## src/rtl/core/flk_pkg.sv

```systemverilog
// Shared types, constants and helper functions of the flicker PWM block.
`default_nettype none

package flk_pkg;

  // Field widths.
  localparam int unsigned LFSR_W   = 16;
  localparam int unsigned DUTY_W   = 8;
  localparam int unsigned DELAY_W  = 8;
  localparam int unsigned CFG_IDX_W = 1;
  localparam int unsigned CFG_DATA_W = 16;
  localparam int unsigned IN_TDATA_W = 8;
  localparam int unsigned OUT_TDATA_W = 24;

  // Default wait span between draws, in milliseconds.
  localparam int unsigned DELAY_SPAN_DEF = 50;

  // Reset duty of both lamps and reset value of the minimum duty.
  localparam logic [DUTY_W-1:0] RESET_DUTY = 8'd50;

  // Register indexes of the configuration port.
  localparam logic [CFG_IDX_W-1:0] REG_MIN_DUTY = 1'b0;
  localparam logic [CFG_IDX_W-1:0] REG_SEED     = 1'b1;

  // Per-transaction control from the top level to the datapath units.
  typedef struct packed {
    logic acc_ms;   // accepted item carries a millisecond tick
    logic acc_pwm;  // accepted item carries a PWM tick
    logic draw;     // millisecond tick with the wait run out: draw new values
  } flk_ctl_t;

  // One step of the Fibonacci LFSR (taps 15, 14, 12, 3); zero is replaced by one.
  function automatic logic [LFSR_W-1:0] lfsr_step(input logic [LFSR_W-1:0] s);
    logic [LFSR_W-1:0] s0;
    logic              fb;
    s0 = (s == '0) ? LFSR_W'(1) : s;
    fb = s0[15] ^ s0[14] ^ s0[12] ^ s0[3];
    return {s0[LFSR_W-2:0], fb};
  endfunction

  // Value mod 255, then raised to the minimum duty. The byte sum is
  // congruent to the value mod 255 and stays below 511.
  function automatic logic [DUTY_W-1:0] duty_from(input logic [LFSR_W-1:0] x,
                                                  input logic [DUTY_W-1:0] min_d);
    logic [DUTY_W:0]   sum;
    logic [DUTY_W:0]   red;
    logic [DUTY_W-1:0] d;
    sum = {1'b0, x[15:8]} + {1'b0, x[7:0]};
    red = (sum >= 9'd255) ? (sum - 9'd255) : sum;
    d   = (red == 9'd255) ? '0 : red[DUTY_W-1:0];
    return (d < min_d) ? min_d : d;
  endfunction

endpackage : flk_pkg

`default_nettype wire

```

## src/rtl/core/flk_rng.sv

```systemverilog
// Random source: LFSR state, minimum duty register and the three-step draw.
`default_nettype none

module flk_rng (
  input  wire logic                           clk,
  input  wire logic                           rst_n,
  input  wire logic                           cfg_we,
  input  wire logic [flk_pkg::CFG_IDX_W-1:0]  cfg_idx,
  input  wire logic [flk_pkg::CFG_DATA_W-1:0] cfg_wdata,
  input  wire flk_pkg::flk_ctl_t              ctl,
  output logic [flk_pkg::DUTY_W-1:0]          new_duty_a,
  output logic [flk_pkg::DUTY_W-1:0]          new_duty_b,
  output logic [flk_pkg::LFSR_W-1:0]          wait_raw
);
  import flk_pkg::*;

  logic [LFSR_W-1:0] lfsr_r;
  logic [DUTY_W-1:0] min_duty_r;
  logic [LFSR_W-1:0] step1;
  logic [LFSR_W-1:0] step2;
  logic [LFSR_W-1:0] step3;

  // Three chained steps: duty A, duty B, then the new wait.
  always_comb begin
    step1      = lfsr_step(lfsr_r);
    step2      = lfsr_step(step1);
    step3      = lfsr_step(step2);
    new_duty_a = duty_from(step1, min_duty_r);
    new_duty_b = duty_from(step2, min_duty_r);
    wait_raw   = step3;
  end

  // Configuration writes load the registers; a draw advances the LFSR.
  always_ff @(posedge clk) begin
    if (!rst_n) begin
      lfsr_r     <= LFSR_W'(1);
      min_duty_r <= RESET_DUTY;
    end else if (cfg_we) begin
      if (cfg_idx == REG_MIN_DUTY) begin
        min_duty_r <= cfg_wdata[DUTY_W-1:0];
      end else begin
        lfsr_r <= (cfg_wdata[LFSR_W-1:0] == '0) ? LFSR_W'(1) : cfg_wdata[LFSR_W-1:0];
      end
    end else if (ctl.draw) begin
      lfsr_r <= step3;
    end
  end

endmodule : flk_rng

`default_nettype wire

```

## src/rtl/core/flk_delay.sv

```systemverilog
// Wait counter between draws, with the modulo reduction split over the register.
`default_nettype none

module flk_delay #(
  parameter int unsigned DELAY_SPAN = flk_pkg::DELAY_SPAN_DEF
) (
  input  wire logic                      clk,
  input  wire logic                      rst_n,
  input  wire flk_pkg::flk_ctl_t         ctl,
  input  wire logic [flk_pkg::LFSR_W-1:0] wait_raw,
  output logic                           wait_done
);
  import flk_pkg::*;

  // Reciprocal with a 24-bit fraction; exact for 16-bit values and spans below 256.
  localparam int unsigned FRAC_W  = 24;
  localparam int unsigned RECIP_I = ((1 << FRAC_W) + DELAY_SPAN - 1) / DELAY_SPAN;
  localparam logic [FRAC_W:0]       RECIP = (FRAC_W + 1)'(RECIP_I);
  localparam logic [DELAY_W-1:0]    SPAN  = DELAY_W'(DELAY_SPAN);
  localparam int unsigned PROD_W = LFSR_W + FRAC_W + 1;

  logic [DELAY_W-1:0]        delay_left_r;
  logic [DELAY_W-1:0]        delay_left_nxt;
  logic [FRAC_W-1:0]         frac_r;
  logic                      frac_vld_r;
  logic [PROD_W-1:0]         recip_prod;
  logic [FRAC_W+DELAY_W-1:0] rem_prod;
  logic [DELAY_W-1:0]        delay_eff;

  // The fraction of wait_raw / span, times the span, gives the remainder.
  always_comb begin
    recip_prod = PROD_W'(wait_raw) * PROD_W'(RECIP);
    rem_prod   = (FRAC_W + DELAY_W)'(frac_r) * (FRAC_W + DELAY_W)'(SPAN);
    delay_eff  = frac_vld_r ? rem_prod[FRAC_W+DELAY_W-1:FRAC_W] : delay_left_r;
    wait_done  = (delay_eff == '0);
    delay_left_nxt = delay_eff - DELAY_W'(1);
  end

  // A draw stores the fraction; a plain tick folds it in and counts down.
  always_ff @(posedge clk) begin
    if (!rst_n) begin
      delay_left_r <= '0;
      frac_vld_r   <= 1'b0;
    end else if (ctl.acc_ms) begin
      if (ctl.draw) begin
        frac_vld_r <= 1'b1;
      end else begin
        delay_left_r <= delay_left_nxt;
        frac_vld_r   <= 1'b0;
      end
    end
  end

  always_ff @(posedge clk) begin
    if (ctl.draw) begin
      frac_r <= recip_prod[FRAC_W-1:0];
    end
  end

endmodule : flk_delay

`default_nettype wire

```

## src/rtl/core/flk_pwm.sv

```systemverilog
// Fast-PWM counter with pending and active duties of both lamps.
`default_nettype none

module flk_pwm (
  input  wire logic                       clk,
  input  wire logic                       rst_n,
  input  wire flk_pkg::flk_ctl_t          ctl,
  input  wire logic [flk_pkg::DUTY_W-1:0] new_duty_a,
  input  wire logic [flk_pkg::DUTY_W-1:0] new_duty_b,
  output logic                            lamp_a_nxt,
  output logic                            lamp_b_nxt,
  output logic [flk_pkg::DUTY_W-1:0]      duty_a_nxt,
  output logic [flk_pkg::DUTY_W-1:0]      duty_b_nxt
);
  import flk_pkg::*;

  logic [DUTY_W-1:0] cnt_r;
  logic [DUTY_W-1:0] cnt_nxt;
  logic [DUTY_W-1:0] pend_a_r;
  logic [DUTY_W-1:0] pend_b_r;
  logic [DUTY_W-1:0] pend_a_nxt;
  logic [DUTY_W-1:0] pend_b_nxt;
  logic [DUTY_W-1:0] act_a_r;
  logic [DUTY_W-1:0] act_b_r;

  // Pending duties take a draw first; a wrap then copies them to active.
  always_comb begin
    pend_a_nxt = ctl.draw ? new_duty_a : pend_a_r;
    pend_b_nxt = ctl.draw ? new_duty_b : pend_b_r;
    cnt_nxt    = ctl.acc_pwm ? (cnt_r + DUTY_W'(1)) : cnt_r;
    if (ctl.acc_pwm && (cnt_nxt == '0)) begin
      duty_a_nxt = pend_a_nxt;
      duty_b_nxt = pend_b_nxt;
    end else begin
      duty_a_nxt = act_a_r;
      duty_b_nxt = act_b_r;
    end
    lamp_a_nxt = (cnt_nxt <= duty_a_nxt);
    lamp_b_nxt = (cnt_nxt <= duty_b_nxt);
  end

  always_ff @(posedge clk) begin
    if (!rst_n) begin
      cnt_r    <= '0;
      pend_a_r <= RESET_DUTY;
      pend_b_r <= RESET_DUTY;
      act_a_r  <= RESET_DUTY;
      act_b_r  <= RESET_DUTY;
    end else begin
      cnt_r    <= cnt_nxt;
      pend_a_r <= pend_a_nxt;
      pend_b_r <= pend_b_nxt;
      act_a_r  <= duty_a_nxt;
      act_b_r  <= duty_b_nxt;
    end
  end

endmodule : flk_pwm

`default_nettype wire

```

## src/rtl/core/lfsr_flicker_two_channel_pwm.sv

```systemverilog
// Top level of the two-lamp LFSR flicker PWM generator.
//
//   Channel  | Direction | Handshake            | Contents
//   ---------+-----------+----------------------+---------------------------------
//   in_      | input     | in_tvalid/in_tready  | timer ticks (ms_tick, pwm_tick)
//   out_     | output    | out_tvalid/out_tready| lamp levels, active duties, flag
//   cfg_     | input     | cfg_valid/cfg_ready  | min_duty (0), seed (1)
//
// One transaction per cycle is sustained while out_tready stays high.
// The state update (three LFSR steps, duty reduction, wait counter, PWM counter)
// is done in the accept cycle; the result sits in an output register in the next cycle.
// in_tready stays high while the output register is empty or being drained.
// Reset is synchronous and active low; no clearing pass is needed.
`default_nettype none

module lfsr_flicker_two_channel_pwm #(
  parameter int unsigned DELAY_SPAN = flk_pkg::DELAY_SPAN_DEF
) (
  input  wire logic                              clk,
  input  wire logic                              rst_n,
  // Input stream.
  input  wire logic                              in_tvalid,
  output logic                                   in_tready,
  input  wire logic [flk_pkg::IN_TDATA_W-1:0]    in_tdata,   // [0] ms_tick, [1] pwm_tick
  // Result stream.
  output logic                                   out_tvalid,
  input  wire logic                              out_tready,
  output logic [flk_pkg::OUT_TDATA_W-1:0]        out_tdata,  // [0] lamp_a, [1] lamp_b,
                                                             // [9:2] duty_a, [17:10] duty_b,
                                                             // [18] updated
  // Configuration writes.
  input  wire logic                              cfg_valid,
  output logic                                   cfg_ready,
  input  wire logic [flk_pkg::CFG_IDX_W-1:0]     cfg_index,
  input  wire logic [flk_pkg::CFG_DATA_W-1:0]    cfg_data
);
  import flk_pkg::*;

  flk_ctl_t          ctl;
  logic              in_acc;
  logic              cfg_we;
  logic              wait_done;
  logic [DUTY_W-1:0] new_duty_a;
  logic [DUTY_W-1:0] new_duty_b;
  logic [LFSR_W-1:0] wait_raw;
  logic              lamp_a_nxt;
  logic              lamp_b_nxt;
  logic [DUTY_W-1:0] duty_a_nxt;
  logic [DUTY_W-1:0] duty_b_nxt;
  logic              out_vld_r;
  logic [OUT_TDATA_W-1:0] out_data_r;

  // Handshakes.
  assign cfg_ready = 1'b1;
  assign cfg_we    = cfg_valid;
  assign in_tready = !out_vld_r || out_tready;
  assign in_acc    = in_tvalid && in_tready;

  always_comb begin
    ctl.acc_ms  = in_acc && in_tdata[0];
    ctl.acc_pwm = in_acc && in_tdata[1];
    ctl.draw    = ctl.acc_ms && wait_done;
  end

  flk_rng u_rng (
    .clk        (clk),
    .rst_n      (rst_n),
    .cfg_we     (cfg_we),
    .cfg_idx    (cfg_index),
    .cfg_wdata  (cfg_data),
    .ctl        (ctl),
    .new_duty_a (new_duty_a),
    .new_duty_b (new_duty_b),
    .wait_raw   (wait_raw)
  );

  flk_delay #(
    .DELAY_SPAN (DELAY_SPAN)
  ) u_delay (
    .clk       (clk),
    .rst_n     (rst_n),
    .ctl       (ctl),
    .wait_raw  (wait_raw),
    .wait_done (wait_done)
  );

  flk_pwm u_pwm (
    .clk        (clk),
    .rst_n      (rst_n),
    .ctl        (ctl),
    .new_duty_a (new_duty_a),
    .new_duty_b (new_duty_b),
    .lamp_a_nxt (lamp_a_nxt),
    .lamp_b_nxt (lamp_b_nxt),
    .duty_a_nxt (duty_a_nxt),
    .duty_b_nxt (duty_b_nxt)
  );

  // Output register: valid flag.
  always_ff @(posedge clk) begin
    if (!rst_n) begin
      out_vld_r <= 1'b0;
    end else if (in_acc) begin
      out_vld_r <= 1'b1;
    end else if (out_tready) begin
      out_vld_r <= 1'b0;
    end
  end

  // Output register: payload, loaded with the state after the accepted item.
  always_ff @(posedge clk) begin
    if (in_acc) begin
      out_data_r <= {5'b0, ctl.draw, duty_b_nxt, duty_a_nxt, lamp_b_nxt, lamp_a_nxt};
    end
  end

  assign out_tvalid = out_vld_r;
  assign out_tdata  = out_data_r;

endmodule : lfsr_flicker_two_channel_pwm

`default_nettype wire

```

## config.mk

```make
export PLATFORM = sky130hd
export DESIGN_NAME = lfsr_flicker_two_channel_pwm
export DESIGN_NICKNAME = d
export VERILOG_FILES = /design/src/rtl/core/flk_pkg.sv /design/src/rtl/core/flk_rng.sv /design/src/rtl/core/flk_delay.sv /design/src/rtl/core/flk_pwm.sv /design/src/rtl/core/lfsr_flicker_two_channel_pwm.sv
export SDC_FILE = /design/constraint.sdc
export NUM_CORES = 1
export LEC_CHECK = 0
export ABC_AREA = 1
export BUFFER_PORTS_ARGS = -buffer_cell sky130_fd_sc_hd__buf_4
export CAP_MARGIN = 25
export CELL_PAD_IN_SITES_DETAIL_PLACEMENT = 2
export CELL_PAD_IN_SITES_GLOBAL_PLACEMENT = 2
export CORE_ASPECT_RATIO = 0.5
export CORE_UTILIZATION = 39
export CTS_CLUSTER_DIAMETER = 150
export DETAILED_ROUTE_END_ITERATION = 12
export PLACE_DENSITY_LB_ADDON = 0.1
export SYNTH_ARGS = -nofsm -noshare
export SYNTH_HDL_FRONTEND = slang
export SYNTH_SLANG_ARGS = --single-unit
```

## constraint.sdc

```tcl
create_clock -name clk -period 9.98 [get_ports clk]
set_input_delay 0.499 -clock clk [delete_from_list [all_inputs] [get_ports clk]]
set_output_delay 0.499 -clock clk [all_outputs]
set_load 0.03 [all_outputs]
```

# --- Word-level counts from Yosys, hierarchy flattened ---
# Index checks and enable logic that the tools add are counted.
word_totals:
  ff_bits: 117
  inputBits: 30
  out_inout_bits: 27
  word_cells: 80
op_classes:
  add_sub_neg: 6
  n_mul: 2
  order_cmp: 6
  eq_ne: 3
  mux: 22
  bitwise: 11
  reduce_logical: 18
op_table:
  columns: ["cell", "count"]
  rows:
  - ["$mux 16", 7]
  - ["$mux 8", 10]
  - ["$logic_not 16->1", 4]
  - ["$mul 24x5->29 const B", 1]
  - ["$mul 16x19->24 const B", 1]
  - ["$add 8x8->9", 2]
  - ["$eq 9x8->1 const B", 2]
  - ["$ge 9x8->1 const B", 2]
  - ["$mux 9", 2]
  - ["$sub 9x8->9 const B", 2]
  - ["$le 8x8->1", 2]
  - ["$logic_not 8->1", 2]
  - ["$lt 8x8->1", 2]
  - ["$xor 1x1->1", 9]
  - ["$add 8x1->8 const B", 1]
  - ["$sub 8x1->8 const B", 1]
  - ["$reduce_and 2->1", 3]
  - ["$logic_and 1x1->1", 5]
  - ["$reduce_bool 2->1", 2]
  - ["$mux 1", 3]
  - ["$ne 2x1->1 const B", 1]
  - ["$not 1->1", 2]
  - ["$logic_not 1->1", 1]
  - ["$logic_or 1x1->1", 1]

# --- Logic depth before layout (Yosys ltp) ---
logic_depth:
  depth_word: 20
  mapped_depth: 53
  ltp_nobuf: 53

# --- Hierarchy ---
# A second synthesis with hierarchy kept.
hier_totals:
  cells_unflattened: 1965
  area_unflattened_um2: 14612.8
by_module_without_submodules:
  columns: ["mod", "n_inst", "cells_each", "area_each_um2", "seq_area_each_um2"]
  rows:
  - ["flk_delay", 1, 999, 8111.5, 900.9]
  - ["flk_rng", 1, 630, 3602.2, 480.5]
  - ["flk_pwm", 1, 296, 2184.6, 800.8]
  - ["lfsr_flicker_two_channel_pwm", 1, 40, 714.4, 590.6]

# --- Worst setup path after synthesis ---
# No wires, ideal clock.
synth_timing:
  path_type: "flip-flop to flip-flop"
  from: "register u_rng.lfsr_r[4]"
  to: "register u_delay.frac_r[22], data pin"
  setup_ps: 260
  arrival_ps: 6860
  required_ps: 9720
  slack_ps: 2860
  path_stages_with_launch: 37
  n_path_buf: 1
  synth_period_minus_slack_ps: 7120
  cell_sequence: "dfxtp_1 -> clkbuf_1 -> nor4_1 -> nand3b_1 -> nand2_1 -> ha_1 -> inv_1 -> nor2_1 -> nand4_1 -> o21ai_0 -> inv_1 -> nor2_1 -> nand4_1 -> o21ai_0 -> inv_1 -> fa_1 -> fa_1 -> fa_1 -> inv_1 -> fa_1 -> inv_1 -> fa_1 -> fa_1 -> inv_1 -> ha_1 -> inv_1 -> o21bai_1 -> nand2_1 -> inv_1 -> o21ai_0 -> nand2_1 -> a21boi_0 -> o21ai_0 -> a21oi_1 -> nor2_1 -> nor2_1 -> xor2_1"
synth_between:
  elab_chain_len: 16
synth_rtl:
  columns: ["item", "line", "rtl"]
  rows:
  - ["start: declaration", "flk_rng.sv:17", "logic [LFSR_W-1:0] lfsr_r;"]
  - ["start signal: assignment", "flk_rng.sv:42", "lfsr_r <= (cfg_wdata[LFSR_W-1:0] == '0) ? LFSR_W'(1) : cfg_wdata[LFSR_W-1:0];"]
  - ["start signal: assignment", "flk_rng.sv:45", "lfsr_r <= step3;"]
  - ["$logic_not 16->1", "flk_pkg.sv:36", "s0 = (s == '0) ? LFSR_W'(1) : s;"]
  - ["$mux 16 (*)", "flk_pkg.sv:36", null]
  - ["$xor 1x1->1 (3 in series)", "flk_pkg.sv:37", "fb = s0[15] ^ s0[14] ^ s0[12] ^ s0[3];"]
  - ["$logic_not 16->1", "flk_pkg.sv:36", null]
  - ["$mux 16 (*)", "flk_pkg.sv:36", null]
  - ["$xor 1x1->1 (3 in series)", "flk_pkg.sv:37", null]
  - ["$logic_not 16->1", "flk_pkg.sv:36", null]
  - ["$mux 16 (*)", "flk_pkg.sv:36", null]
  - ["$xor 1x1->1 (3 in series)", "flk_pkg.sv:37", null]
  - ["$mul 16x19->24 (*)", "flk_delay.sv:32", "recip_prod = PROD_W'(wait_raw) * PROD_W'(RECIP);"]
  - ["via u_delay.recip_prod[22]", "flk_delay.sv:26", "logic [PROD_W-1:0] recip_prod;"]
  - ["end signal: assignment", "flk_delay.sv:56", "frac_r <= recip_prod[FRAC_W-1:0];"]
  - ["end: declaration", "flk_delay.sv:24", "logic [FRAC_W-1:0] frac_r;"]
# Mark *: on every way through the listed nets, which the timed path passes. The rest lies on a longest branch.
# A chain may end at the register's enable or synchronous reset.

# --- Worst setup path after layout ---
layout_timing:
  from: "register u_rng.lfsr_r[2]"
  to: "register u_delay.frac_r[22], data pin"
# The elaborated chain is that of the path after synthesis.

==> impl_metrics.json <==
{
  "antenna_found_initial": 0,
  "wl_mm": 41.9,
  "path_clk_slew_ps": 60,
  "crit_required_ps": 10180,
  "dp_hpwl_mm": 34.6,
  "skew_ps": 11.8,
  "final_cell_mix": "inv_1, nand2_1, ha_1, nor2_1, fa_1",
  "yosysWarnings": 0,
  "crit_path_end_kind": "register",
  "r2r_slack_ps": 830,
  "synth_area_leader_cell": "ha_1",
  "r2r_start": "u_rng.lfsr_r[2]$_SDFFE_PN0P_",
  "postCtsHoldBufs": 0,
  "cts_max_level": 4,
  "vias_per_cell": 5.10,
  "cpMostUsedCell": "inv_1",
  "post_drt_wl_per_cell_um": 19.0,
  "tightest_slew_ps": 865,
  "cp_max_fo": 12,
  "mostFrequentLayoutCell": "inv_1",
  "diodes": 0,
  "drc": 0,
  "netlist_top_cells_area": "ha_1, fa_1, dfxtp_1",
  "cts_tree": "done",
  "relSlewSlack": 0.422,
  "rr_endpoint": "u_delay.frac_r[22]$_DFFE_PP_",
  "dieHeight_um": 135,
  "crit_family": "adder cells",
  "min_path_type": "in2reg",
  "seq_area_frac_synth": 0.202,
  "max_freq_ghz": 0.109,
  "path_class": "reg2reg",
  "first_iter_violations": 420,
  "groute.usage.overall": 0.246,
  "finalSetupViolCount": 0,
  "core_um2": 34500,
  "finalCritPeriodShare": 0.917,
  "cts_setup_buffers": 0,
  "die_area_um2": 36000,
  "post_cts_resized": 0,
  "vias": 11300,
  "worstHoldEndpoint": "u_rng.min_duty_r[4]$_SDFFE_PN1P_",
  "grt_max_degree": 42,
  "cts-root-buf": "clkbuf_16",
  "outcome": "finished clean",
  "finalHoldViolations": 0,
  "min_path_cells": 2,
  "nets": 2080,
  "syn_inst": 1718,
  "gr-total-overflow": 0,
  "period_needed_ps": 9150,
  "worst_setup_path_start_kind": "register",
  "start_util": 0.397,
  "port_buffers": 44,
  "clock_latency_ps": 460,
  "cpMaxStageDelayCell": "o21ai_0",
  "drv_cap": 0,
  "yosysUniqueCellTypes": 49,
  "cp_slowest_stage_delay_ps": 640,
  "cts_buffers": 17,
  "critical_path_arrival_ps": 9360,
  "dr.pass1.iters": 5,
  "grt_first_pass_wirelength_mm": 67.9,
  "grt_pass1_vias": 13000,
  "synth.avg_cell_area_um2": 7.99,
  "syn_to_final_growth_pct": 8.99,
  "row_count": 48,
  "cp_num_buf_inv": 10,
  "rsz0062_at_grt": "no",
  "die_w_um": 267,
  "drive_above_1_share": 0.110,
  "cts.sinks": 117,
  "hold_start": "cfg_index",
  "tns_ps": 0,
  "syn_area_um2": 13700,
  "place.gp.congestion": 0.901,
  "antenna_left": 0,
  "critPathLaunch": "u_rng.lfsr_r[2]$_SDFFE_PN0P_",
  "yosysTopAreaCellShare": 0.201,
  "r2r_cells": 43,
  "io_pins": 57,
  "cts_buffer_depth": 2,
  "drv_slew": 0,
  "ys_ff_latch": 117
}
==> per-stage QoR <==
step	hold WS, ps	util	worst slack (ps)	instances	instance area [um2]
2_1_floorplan	425	-	2860	1722	13700
3_3_place_gp	443	0.417	1580	2180	14400
3_5_place_dp	461	0.417	1100	2180	14400
4_1_cts	307	0.433	921	2212	15000
5_1_grt	323	0.433	184	2212	15000
6_report	331	0.433	828	2212	15000
==> registers in the layout, indices dropped and copies added, names as in the netlist, 8 cells and up <==
| name | count |
|---|---|
| out_tdata | 19 |
| u_pwm.pend_b_r | 8 |
| u_pwm.pend_a_r | 8 |
| u_pwm.act_a_r | 8 |
| u_pwm.cnt_r | 8 |
| u_delay.delay_left_r | 8 |
| u_pwm.act_b_r | 8 |
| u_delay.frac_r | 24 |
| u_rng.lfsr_r | 16 |
| u_rng.min_duty_r | 8 |
==> logic make-up after synthesis <==
kind of cell             synth area share
flip-flops                          0.202
multiplexers                     0.000729
adder cells (fa/ha/maj)             0.355
other                            0.000547
buffers and inverters               0.127
AND/OR/NAND/NOR                     0.203
AO/OA/AOI/OAI                      0.0770
XOR/XNOR                           0.0351
==> worst max-delay path by stage <==
stage | end | slack [ps] | cells past startpoint
6_report | u_delay.frac_r[22]$_DFFE_PP_ | 830 | 43
3_3_place_gp | u_delay.frac_r[22]$_DFFE_PP_ | 1580 | 43
2_1_floorplan | u_delay.frac_r[22]$_DFFE_PP_ | 2860 | 36
3_5_place_dp | u_delay.frac_r[23]$_DFFE_PP_ | 1100 | 39
4_1_cts | u_delay.frac_r[22]$_DFFE_PP_ | 920 | 43
5_1_grt | u_delay.frac_r[22]$_DFFE_PP_ | 180 | 43
==> layer usage <==
layer	track usage	vias up	wire [um]
li1	-	5426	-
met1	0.286	5690	18200
met2	0.459	97	21800
met3	0.0365	64	730
met4	0.0884	0	1180
met5	0	-	0
==> final cells by class <==
cell class                      count  area, um2
Clock buffer                       18        439
Clock inverter                     14        118
Fill cell                        3956      19600
Inverter                          382       1430
Multi-Input combinational cell   1158       9240
Sequential cell                   117       2770
Tap cell                          475        594
Timing Repair Buffer               48        360
==> synthesized netlist by cell type, drive strengths merged <==
cell type and instances:
a21o 4, xnor2 10, dfxtp 74, nand4 13, clkbuf 50, mux2i 1, conb 2, a211oi 4
o2111ai 1, nor4 14, or2 18, a31oi 2, buf 15, nor3 7, nand2 280, ha 221
nand3 117, o211a 1, fa 105, a21oi 84, a211o 1, nor2 123, o221ai 5, o21ai 74
edfxtp 43, xor2 45, clkinv 3, inv 379, nand3b 9, o21bai 6, o31ai 1, a21boi 1
o21a 4, o211ai 1
Power is left out: the tool's default activity adds up to more than one toggle a clock period on the data nets, which glitch-free logic cannot reach.
